<file path="config.mk">
export PLATFORM = sky130hd
export DESIGN_NAME = md5_message_digest_top
export DESIGN_NICKNAME = d
export VERILOG_FILES = /design/src/md5_pkg.sv /design/src/md5_ctrl.sv /design/src/md5_dpath.sv /design/src/md5_message_digest_top.sv
export SDC_FILE = /design/constraint.sdc
export NUM_CORES = 2
export LEC_CHECK = 0
export ABC_AREA = 1
export ABC_CLOCK_PERIOD_IN_PS = 24800
export CORE_UTILIZATION = 50
export CTS_BUF_LIST = sky130_fd_sc_hd__clkbuf_4 sky130_fd_sc_hd__clkbuf_8 sky130_fd_sc_hd__clkbuf_16
export DETAILED_ROUTE_END_ITERATION = 16
export DONT_BUFFER_PORTS = 1
export GPL_TIMING_DRIVEN = 1
export HOLD_SLACK_MARGIN = 0.1
export RECOVER_POWER = 50
export SETUP_SLACK_MARGIN = 0.3
export SLEW_MARGIN = 15
export SYNTH_ARGS = -nofsm -noshare
export SYNTH_HDL_FRONTEND = slang
export SYNTH_SLANG_ARGS = --single-unit
</file>
<file path="constraint.sdc">
create_clock -name clk -period 24.8 [get_ports clk]
set_clock_uncertainty 0.05 [all_clocks]
set_input_delay 2.48 -clock clk [delete_from_list [all_inputs] [get_ports clk]]
set_output_delay 2.48 -clock clk [all_outputs]
set_load 0.05 [all_outputs]
</file>
<file path="src/md5_pkg.sv">
// ----------------------------------------------------------------------------
// md5_pkg
// Shared types, constants and round tables of the MD5 digest block.
// ----------------------------------------------------------------------------
package md5_pkg;

	localparam int unsigned LengthBitsDefault = 64;

	localparam logic [1:0] REQ_DATA     = 2'd0;
	localparam logic [1:0] REQ_DATA_END = 2'd1;
	localparam logic [1:0] REQ_END      = 2'd2;

	localparam logic [31:0] INIT_A = 32'h67452301;
	localparam logic [31:0] INIT_B = 32'hefcdab89;
	localparam logic [31:0] INIT_C = 32'h98badcfe;
	localparam logic [31:0] INIT_D = 32'h10325476;
	localparam logic [7:0]  PAD_BYTE = 8'h80;
	localparam logic [5:0]  PAD_LIMIT = 6'd56;

	typedef enum logic [2:0] {
		ST_IDLE,
		ST_ROUND,
		ST_FOLD,
		ST_PAD,
		ST_LEN,
		ST_OUT
	} md5_state_t;

	// controller to datapath
	typedef struct packed {
		logic take_byte;   // write byte into block, bump count
		logic start_round; // load working words from chain
		logic do_round;    // run one round
		logic fold;        // add working words into chain
		logic pad_mark;    // write 0x80 and clear tail
		logic clear_all;   // clear block words 0 to 13
		logic put_len;     // write length words
		logic rearm;       // restore chain and count
		logic load_out;    // capture digest
	} md5_cmd_t;

	// datapath to controller
	typedef struct packed {
		logic full_block; // byte just taken filled the block
		logic last_round; // round counter at 63
		logic pad_two;    // padding needs a second block
		logic len_done;   // length block has been loaded
	} md5_stat_t;

	function automatic logic [31:0] round_k(input logic [5:0] j);
		logic [31:0] k;
		case (j)
			6'd0: k = 32'hd76aa478;  6'd1: k = 32'he8c7b756;
			6'd2: k = 32'h242070db;  6'd3: k = 32'hc1bdceee;
			6'd4: k = 32'hf57c0faf;  6'd5: k = 32'h4787c62a;
			6'd6: k = 32'ha8304613;  6'd7: k = 32'hfd469501;
			6'd8: k = 32'h698098d8;  6'd9: k = 32'h8b44f7af;
			6'd10: k = 32'hffff5bb1; 6'd11: k = 32'h895cd7be;
			6'd12: k = 32'h6b901122; 6'd13: k = 32'hfd987193;
			6'd14: k = 32'ha679438e; 6'd15: k = 32'h49b40821;
			6'd16: k = 32'hf61e2562; 6'd17: k = 32'hc040b340;
			6'd18: k = 32'h265e5a51; 6'd19: k = 32'he9b6c7aa;
			6'd20: k = 32'hd62f105d; 6'd21: k = 32'h02441453;
			6'd22: k = 32'hd8a1e681; 6'd23: k = 32'he7d3fbc8;
			6'd24: k = 32'h21e1cde6; 6'd25: k = 32'hc33707d6;
			6'd26: k = 32'hf4d50d87; 6'd27: k = 32'h455a14ed;
			6'd28: k = 32'ha9e3e905; 6'd29: k = 32'hfcefa3f8;
			6'd30: k = 32'h676f02d9; 6'd31: k = 32'h8d2a4c8a;
			6'd32: k = 32'hfffa3942; 6'd33: k = 32'h8771f681;
			6'd34: k = 32'h6d9d6122; 6'd35: k = 32'hfde5380c;
			6'd36: k = 32'ha4beea44; 6'd37: k = 32'h4bdecfa9;
			6'd38: k = 32'hf6bb4b60; 6'd39: k = 32'hbebfbc70;
			6'd40: k = 32'h289b7ec6; 6'd41: k = 32'heaa127fa;
			6'd42: k = 32'hd4ef3085; 6'd43: k = 32'h04881d05;
			6'd44: k = 32'hd9d4d039; 6'd45: k = 32'he6db99e5;
			6'd46: k = 32'h1fa27cf8; 6'd47: k = 32'hc4ac5665;
			6'd48: k = 32'hf4292244; 6'd49: k = 32'h432aff97;
			6'd50: k = 32'hab9423a7; 6'd51: k = 32'hfc93a039;
			6'd52: k = 32'h655b59c3; 6'd53: k = 32'h8f0ccc92;
			6'd54: k = 32'hffeff47d; 6'd55: k = 32'h85845dd1;
			6'd56: k = 32'h6fa87e4f; 6'd57: k = 32'hfe2ce6e0;
			6'd58: k = 32'ha3014314; 6'd59: k = 32'h4e0811a1;
			6'd60: k = 32'hf7537e82; 6'd61: k = 32'hbd3af235;
			6'd62: k = 32'h2ad7d2bb; default: k = 32'heb86d391;
		endcase
		return k;
	endfunction

	function automatic logic [4:0] round_s(input logic [5:0] j);
		logic [4:0] s;
		case ({j[5:4], j[1:0]})
			4'd0: s = 5'd7;   4'd1: s = 5'd12;  4'd2: s = 5'd17;  4'd3: s = 5'd22;
			4'd4: s = 5'd5;   4'd5: s = 5'd9;   4'd6: s = 5'd14;  4'd7: s = 5'd20;
			4'd8: s = 5'd4;   4'd9: s = 5'd11;  4'd10: s = 5'd16; 4'd11: s = 5'd23;
			4'd12: s = 5'd6;  4'd13: s = 5'd10; 4'd14: s = 5'd15; default: s = 5'd21;
		endcase
		return s;
	endfunction

	function automatic logic [31:0] swap32(input logic [31:0] x);
		return {x[7:0], x[15:8], x[23:16], x[31:24]};
	endfunction

endpackage

</file>
<file path="src/md5_ctrl.sv">
// ----------------------------------------------------------------------------
// md5_ctrl
// Sequencer for byte intake, compression rounds, padding and digest output.
// ----------------------------------------------------------------------------
module md5_ctrl (
	input  logic              clk,
	input  logic              arst_n,
	input  logic              in_valid,
	input  logic [1:0]        req_type,
	input  logic              out_stall,
	input  md5_pkg::md5_stat_t stat,
	output logic              in_stall,
	output logic              out_valid,
	output md5_pkg::md5_cmd_t cmd
);

	md5_pkg::md5_state_t state_q, state_d;
	logic ending_q, ending_d; // current compression belongs to the end sequence
	logic second_q, second_d; // a length-only block still follows
	logic acc;

	assign acc = in_valid && !in_stall;

	// next state
	always_comb begin
		state_d  = state_q;
		ending_d = ending_q;
		second_d = second_q;
		unique case (state_q)
			md5_pkg::ST_IDLE: begin
				if (acc) begin
					if (req_type == md5_pkg::REQ_DATA) begin
						if (stat.full_block) begin
							state_d = md5_pkg::ST_ROUND;
							ending_d = 1'b0;
						end
					end else if (req_type == md5_pkg::REQ_DATA_END) begin
						ending_d = 1'b1;
						state_d = stat.full_block ? md5_pkg::ST_ROUND : md5_pkg::ST_PAD;
					end else if (req_type == md5_pkg::REQ_END) begin
						ending_d = 1'b1;
						state_d = md5_pkg::ST_PAD;
					end
				end
			end
			md5_pkg::ST_ROUND: if (stat.last_round) state_d = md5_pkg::ST_FOLD;
			md5_pkg::ST_FOLD: begin
				if (!ending_q) state_d = md5_pkg::ST_IDLE;
				else if (second_q) state_d = md5_pkg::ST_LEN;
				else if (stat.len_done) state_d = md5_pkg::ST_OUT;
				else state_d = md5_pkg::ST_PAD;
			end
			md5_pkg::ST_PAD: begin
				second_d = stat.pad_two;
				state_d = stat.pad_two ? md5_pkg::ST_ROUND : md5_pkg::ST_LEN;
			end
			md5_pkg::ST_LEN: begin
				second_d = 1'b0;
				state_d = md5_pkg::ST_ROUND;
			end
			md5_pkg::ST_OUT: begin
				if (!out_stall) begin
					state_d = md5_pkg::ST_IDLE;
					ending_d = 1'b0;
				end
			end
			default: state_d = md5_pkg::ST_IDLE;
		endcase
	end

	// outputs
	always_comb begin
		cmd = '0;
		in_stall = 1'b1;
		out_valid = 1'b0;
		unique case (state_q)
			md5_pkg::ST_IDLE: begin
				in_stall = 1'b0;
				cmd.take_byte = acc && (req_type == md5_pkg::REQ_DATA
					|| req_type == md5_pkg::REQ_DATA_END);
				cmd.start_round = acc && ((stat.full_block && (req_type == md5_pkg::REQ_DATA
					|| req_type == md5_pkg::REQ_DATA_END)));
			end
			md5_pkg::ST_ROUND: cmd.do_round = 1'b1;
			md5_pkg::ST_FOLD: begin
				cmd.fold = 1'b1;
				cmd.load_out = ending_q && !second_q && stat.len_done;
			end
			md5_pkg::ST_PAD: begin
				cmd.pad_mark = 1'b1;
				cmd.start_round = stat.pad_two;
			end
			md5_pkg::ST_LEN: begin
				cmd.put_len = 1'b1;
				cmd.clear_all = second_q;
				cmd.start_round = 1'b1;
			end
			md5_pkg::ST_OUT: begin
				out_valid = 1'b1;
				cmd.rearm = !out_stall;
			end
			default: ;
		endcase
	end

	always_ff @(posedge clk or negedge arst_n) begin
		if (!arst_n) begin
			state_q  <= md5_pkg::ST_IDLE;
			ending_q <= 1'b0;
			second_q <= 1'b0;
		end else begin
			state_q  <= state_d;
			ending_q <= ending_d;
			second_q <= second_d;
		end
	end

endmodule

</file>
<file path="src/md5_dpath.sv">
// ----------------------------------------------------------------------------
// md5_dpath
// Block buffer, byte counter, chaining words and one-round-per-cycle core.
// ----------------------------------------------------------------------------
module md5_dpath #(
	parameter int unsigned LENGTH_BITS = md5_pkg::LengthBitsDefault
) (
	input  logic              clk,
	input  logic              arst_n,
	input  md5_pkg::md5_cmd_t cmd,
	input  logic [7:0]        data_byte,
	output md5_pkg::md5_stat_t stat,
	output logic [63:0]       digest_high,
	output logic [63:0]       digest_low
);

	logic [31:0] blk_q [16];
	logic [63:0] count_q;
	logic [31:0] ca_q, cb_q, cc_q, cd_q;
	logic [31:0] wa_q, wb_q, wc_q, wd_q;
	logic [5:0]  rnd_q;
	logic        len_done_q; // length words have been written into the block
	logic [63:0] dh_q, dl_q;

	logic [5:0]  pos;
	logic [3:0]  g;
	logic [31:0] f, sum, rot;
	logic [4:0]  sh;
	logic [63:0] bits;

	assign pos = count_q[5:0];
	assign bits = (count_q << 3) & ({64{1'b1}} >> (64 - LENGTH_BITS));

	// round function and message index
	always_comb begin
		case (rnd_q[5:4])
			2'd0: begin
				f = (wb_q & wc_q) | (~wb_q & wd_q);
				g = rnd_q[3:0];
			end
			2'd1: begin
				f = (wd_q & wb_q) | (~wd_q & wc_q);
				g = 4'(5 * rnd_q + 1);
			end
			2'd2: begin
				f = wb_q ^ wc_q ^ wd_q;
				g = 4'(3 * rnd_q + 5);
			end
			default: begin
				f = wc_q ^ (wb_q | ~wd_q);
				g = 4'(7 * rnd_q);
			end
		endcase
		sum = f + wa_q + md5_pkg::round_k(rnd_q) + blk_q[g];
		sh  = md5_pkg::round_s(rnd_q);
		rot = (sum << sh) | (sum >> (6'd32 - {1'b0, sh}));
	end

	assign stat.full_block = (pos == 6'd63);
	assign stat.last_round = (rnd_q == 6'd63);
	assign stat.pad_two    = (pos >= md5_pkg::PAD_LIMIT);
	assign stat.len_done   = len_done_q;

	// block buffer
	always_ff @(posedge clk) begin
		if (cmd.take_byte) begin
			blk_q[pos[5:2]][pos[1:0]*8 +: 8] <= data_byte;
		end
		if (cmd.pad_mark) begin
			for (int i = 0; i < 16; i++) begin
				if (i > int'(pos[5:2])) blk_q[i] <= '0;
			end
			for (int b = 0; b < 4; b++) begin
				if (b == int'(pos[1:0])) blk_q[pos[5:2]][b*8 +: 8] <= md5_pkg::PAD_BYTE;
				else if (b > int'(pos[1:0])) blk_q[pos[5:2]][b*8 +: 8] <= '0;
			end
		end
		if (cmd.clear_all) begin
			for (int i = 0; i < 14; i++) blk_q[i] <= '0;
		end
		if (cmd.put_len) begin
			blk_q[14] <= bits[31:0];
			blk_q[15] <= bits[63:32];
		end
	end

	// counters, chain and length flag
	always_ff @(posedge clk or negedge arst_n) begin
		if (!arst_n) begin
			count_q <= '0;
			ca_q <= md5_pkg::INIT_A;
			cb_q <= md5_pkg::INIT_B;
			cc_q <= md5_pkg::INIT_C;
			cd_q <= md5_pkg::INIT_D;
			rnd_q <= '0;
			len_done_q <= 1'b0;
		end else begin
			if (cmd.take_byte) count_q <= count_q + 64'd1;
			if (cmd.put_len) len_done_q <= 1'b1;
			if (cmd.do_round) rnd_q <= rnd_q + 6'd1;
			if (cmd.fold) begin
				ca_q <= ca_q + wa_q;
				cb_q <= cb_q + wb_q;
				cc_q <= cc_q + wc_q;
				cd_q <= cd_q + wd_q;
			end
			if (cmd.rearm) begin
				count_q <= '0;
				ca_q <= md5_pkg::INIT_A;
				cb_q <= md5_pkg::INIT_B;
				cc_q <= md5_pkg::INIT_C;
				cd_q <= md5_pkg::INIT_D;
				len_done_q <= 1'b0;
			end
		end
	end

	// working words
	always_ff @(posedge clk) begin
		if (cmd.start_round) begin
			wa_q <= ca_q;
			wb_q <= cb_q;
			wc_q <= cc_q;
			wd_q <= cd_q;
		end else if (cmd.do_round) begin
			wa_q <= wd_q;
			wd_q <= wc_q;
			wc_q <= wb_q;
			wb_q <= wb_q + rot;
		end
	end

	// digest capture
	always_ff @(posedge clk) begin
		if (cmd.load_out) begin
			dh_q <= {md5_pkg::swap32(ca_q + wa_q), md5_pkg::swap32(cb_q + wb_q)};
			dl_q <= {md5_pkg::swap32(cc_q + wc_q), md5_pkg::swap32(cd_q + wd_q)};
		end
	end

	assign digest_high = dh_q;
	assign digest_low  = dl_q;

endmodule

</file>
<file path="src/md5_message_digest_top.sv">
// A data word that fills a block starts 64 rounds, then a fold and a return to idle.
// Other data words are taken without a stall. An end word leads through padding, an
// optional second block and the length block to the digest, with one MD5 round per
// cycle in the shared round unit. Input is stalled outside idle.
// Reset: arst_n clears count, rearms chaining words; block buffer is unset until written.
// ----------------------------------------------------------------------------
// md5_message_digest_top
// MD5 digest of a byte stream with standard padding.
// ----------------------------------------------------------------------------
module md5_message_digest_top #(
	parameter int unsigned LENGTH_BITS = md5_pkg::LengthBitsDefault
) (
	input  logic        clk,
	input  logic        arst_n,
	input  logic        in_valid,
	output logic        in_stall,
	input  logic [1:0]  req_type,
	input  logic [7:0]  data_byte,
	output logic        out_valid,
	input  logic        out_stall,
	output logic [63:0] digest_high,
	output logic [63:0] digest_low
);

	md5_pkg::md5_cmd_t  cmd;
	md5_pkg::md5_stat_t stat;

	md5_ctrl u_ctrl (
		.clk(clk), .arst_n(arst_n), .in_valid(in_valid), .req_type(req_type),
		.out_stall(out_stall), .stat(stat), .in_stall(in_stall),
		.out_valid(out_valid), .cmd(cmd)
	);

	md5_dpath #(.LENGTH_BITS(LENGTH_BITS)) u_dpath (
		.clk(clk), .arst_n(arst_n), .cmd(cmd), .data_byte(data_byte),
		.stat(stat), .digest_high(digest_high), .digest_low(digest_low)
	);

	// never accept while a digest waits
	a_no_in_when_out: assert property (@(posedge clk) disable iff (!arst_n)
		out_valid |-> in_stall) else $error("input taken while digest pending");

	// a taken digest clears output next cycle
	a_out_drop: assert property (@(posedge clk) disable iff (!arst_n)
		(out_valid && !out_stall) |=> !out_valid) else $error("digest repeated");

	// fold and round never together
	a_cmd_excl: assert property (@(posedge clk) disable iff (!arst_n)
		!(cmd.fold && cmd.do_round)) else $error("fold during round");

endmodule
</file>
==> out/qor.txt <==
Status = finished with violations
Failing checks = capacitance limit, slew limit
Reg clk slew, reported paths = 0.06 ns
Die Y = 349 um
Tmin final = 12.79 ns
Initial antenna violation count = 15
Crit path launch = u_dpath.rnd_q[4]
Hold Fails Final Rpt = 0
Sw Share = 0.539
PD cells = 177 nW/um^2
Most instantiated cells after synthesis = nand2_1 (1422), o21ai_0 (921), inv_1 (879)
Cells after synthesis = 8119
Power Internal = 5.31 mW
Worst-skew pair later-pin latency = 0.75 ns
Maximum clock frequency = 78.2 MHz
Hold Crit Class = reg2reg
Max transition margin = -2.23
First DRT Iteration DRCs = 8377
Post-synth EDFFs = 317
H-tree depth = 3
Sequential fraction of the synthesis area = 0.394
RD Place Congestion = 1.10
Worst setup SP type = flop
Setup Fix Bufs, Post-CTS = 0
Final ANT Viol Nets = 0
Final Slew Violations = 560
CP Depth = 47
IO Count = 144
Tot GR Track Use = 0.400
RSZ-0062 raised after global routing = false
Pre-Repair DR Iteration Count = 9
Post-Syn Nets = 8424
Most common cell on crit path = nand2_1
Core Region = 119000 um^2
Hold buffers post-CTS = 0
Max clock buf depth = 3
CTS Root Cell = clkbuf_16
Worst path arrival time = 13.23 ns
Syn-to-layout area delta = 8.02%
CP endpoint kind = flop
CTS tree = built
Synth Cell Area = 60100 um^2
Dominant synthesized flop cell = dfxtp_1
Syn avg cell area = 7.40 um^2
Post-route DRC = 0
Row count = 126
Cell with the most instances after synthesis = nand2_1
P_sw = 6.20 mW
Max capacitance violation total = 15
Remaining Overflow, GRT = 0
Largest net degree at the start of global routing = 202
Routed via count = 59600
Max VDD drop = 0.164 mV
Layout cells sized above 1 = 0.0508
Worst-path maximum fanout = 80
End of the critical path = u_dpath.wb_q[26]
Vias in the first global route = 54600
Initial core utilization = 0.507
RR Endpoint = u_dpath.wb_q[26]
Drt wl/cell = 25.9 um
Clock share of power = 0.149
Global-route wire length before repair = 362 mm
Area contributors post-synth = edfxtp_1 (16%), dfxtp_1 (15%), nand2_1 (8.9%)
Family with the most delay on the worst path = compound AO/OA/AOI/OAI gates
Fin nets = 8202
Slowest cell on crit path = buf_4
Post-synth top area share = 0.158
PortBufs = 0
Part of the power in registers = 0.194
Setup TNS = 0 ns
Dpl hpwl = 179 mm
R2R depth = 47
Crit Path Class = reg2reg
R2r startpoint = u_dpath.rnd_q[4]
Register bit count reported by yosys = 969
R2R Setup Slk = 12.01 ns
Die W = 349 um
Total die area = 122000 um^2
Final setup viols = 0
Hold_ws = 0.403 ns
CP required = 25.24 ns
CP peak stage delay = 0.84 ns
Synth Warn # = 0
Total CTS buffers = 106
Comb pwr share = 0.657
Pleak = 27.8 nW
Buf/Inv on CP = 8
Unique masters post-synth = 70
CTS-repair resized insts = 0
Yosys top cell by area = edfxtp_1
Asr flop ratio synth = 0.207
WL final = 249 mm
Slew @ Worst Pin = 4.84 ns
Vias per Instance = 6.22
Tcrit/Tclk final = 0.516
Clock sinks = 969
==> power groups by stage <==
stage | clock, mW | sequential, mW | combinational, mW
floorplan | 0 | 2.12 | 4.84
global placement | 0 | 2.25 | 7.23
detailed placement | 0 | 2.25 | 7.24
CTS | 1.72 | 2.22 | 7.29
global route | 1.78 | 2.24 | 8.25
finish | 1.71 | 2.24 | 7.56
==> cell type report <==
cell class / instances / area [um^2]
Multi-Input combinational cell: 5820 / 31500
Clock inverter: 63 / 759
Timing Repair Buffer: 95 / 656
Clock buffer: 135 / 2970
Inverter: 905 / 3400
Fill cell: 11500 / 53600
Antenna cell: 1 / 2.50
Sequential cell: 969 / 23700
Tap cell: 1600 / 2000
==> through the flow <==
| step | cell area (um^2) | setup WS, ns | utilization | std cells | total power [mW] |
|---|---|---|---|---|---|
| global route | 64900 | 11.76 | 0.548 | 9587 | 12.3 |
| finish | 64900 | 12.01 | 0.548 | 9588 | 11.5 |
| detailed placement | 61400 | 12.79 | 0.518 | 9389 | 9.49 |
| floorplan | 60100 | 10.41 | - | 8119 | 6.96 |
| global placement | 61400 | 12.86 | 0.518 | 9389 | 9.48 |
| CTS | 65100 | 12.79 | 0.549 | 9587 | 11.2 |
==> tightest hold or removal path: stages, from the launching register on <==
cell,delay (ns)
dfxtp_1,0.30
inv_1,0.06
a21oi_1,0.05
==> how the worst min path moves through the flow <==
| stage | from | to | cells past startpoint | slack (ns) |
|---|---|---|---|---|
| final | u_dpath.blk_q[3][7] | u_dpath.blk_q[3][7] | 2 | 0.40 |
| after global routing | u_dpath.blk_q[3][27] | u_dpath.blk_q[3][27] | 2 | 0.42 |
| after CTS | u_dpath.blk_q[3][7] | u_dpath.blk_q[3][7] | 2 | 0.41 |
| after detailed placement | u_dpath.blk_q[5][2] | u_dpath.blk_q[5][2] | 2 | 0.40 |
| after global placement | u_dpath.blk_q[3][7] | u_dpath.blk_q[3][7] | 2 | 0.39 |
| after floorplan | u_dpath.blk_q[5][0] | u_dpath.blk_q[5][0] | 2 | 0.37 |
==> placed cells by master, fill, tap and decap left out, types with 18 or more instances in the layout <==
master        n
a211oi_1     48
a21boi_0     26
a21oi_1     831
a221oi_1     23
a22o_1       32
a31oi_1      54
a32oi_1      31
buf_4        71
clkbuf_1     22
clkbuf_16   109
clkbuf_4     18
clkinv_1     18
clkinv_2     24
dfrtp_1     136
dfstp_2      63
dfxtp_1     451
edfxtp_1    317
fa_1         69
ha_1        222
inv_1       879
nand2_1    1418
nand3_1     864
nand4_1      49
nor2_1      615
nor3_1       96
o211ai_1     72
o21a_1       22
o21ai_0     918
o22a_1       25
o22ai_1      59
or2_2        28
xnor2_1      64
xor2_1       83
==> routing by layer <==
layer / global-route usage / wire length [um]
met4: 0.144 / 9820
met1: 0.575 / 106000
met5: 0 / 89
met3: 0.132 / 34200
met2: 0.552 / 99000
==> sequential cells by signal, indices dropped and copies added, names as in the netlist, 61 cells and up <==
register / flops
u_dpath.count_q: 61
u_dpath.blk_q: 512
u_dpath.digest_low: 64
u_dpath.digest_high: 64
==> cells by family after synthesis <==
group,share of synthesized area
buf+inv,0.0837
xor+xnor,0.0214
flops,0.394
compound gates,0.210
mux,0.000167
simple gates,0.222
fa+ha+maj,0.0692
No activity file was read; power rests on OpenSTA's default activity.
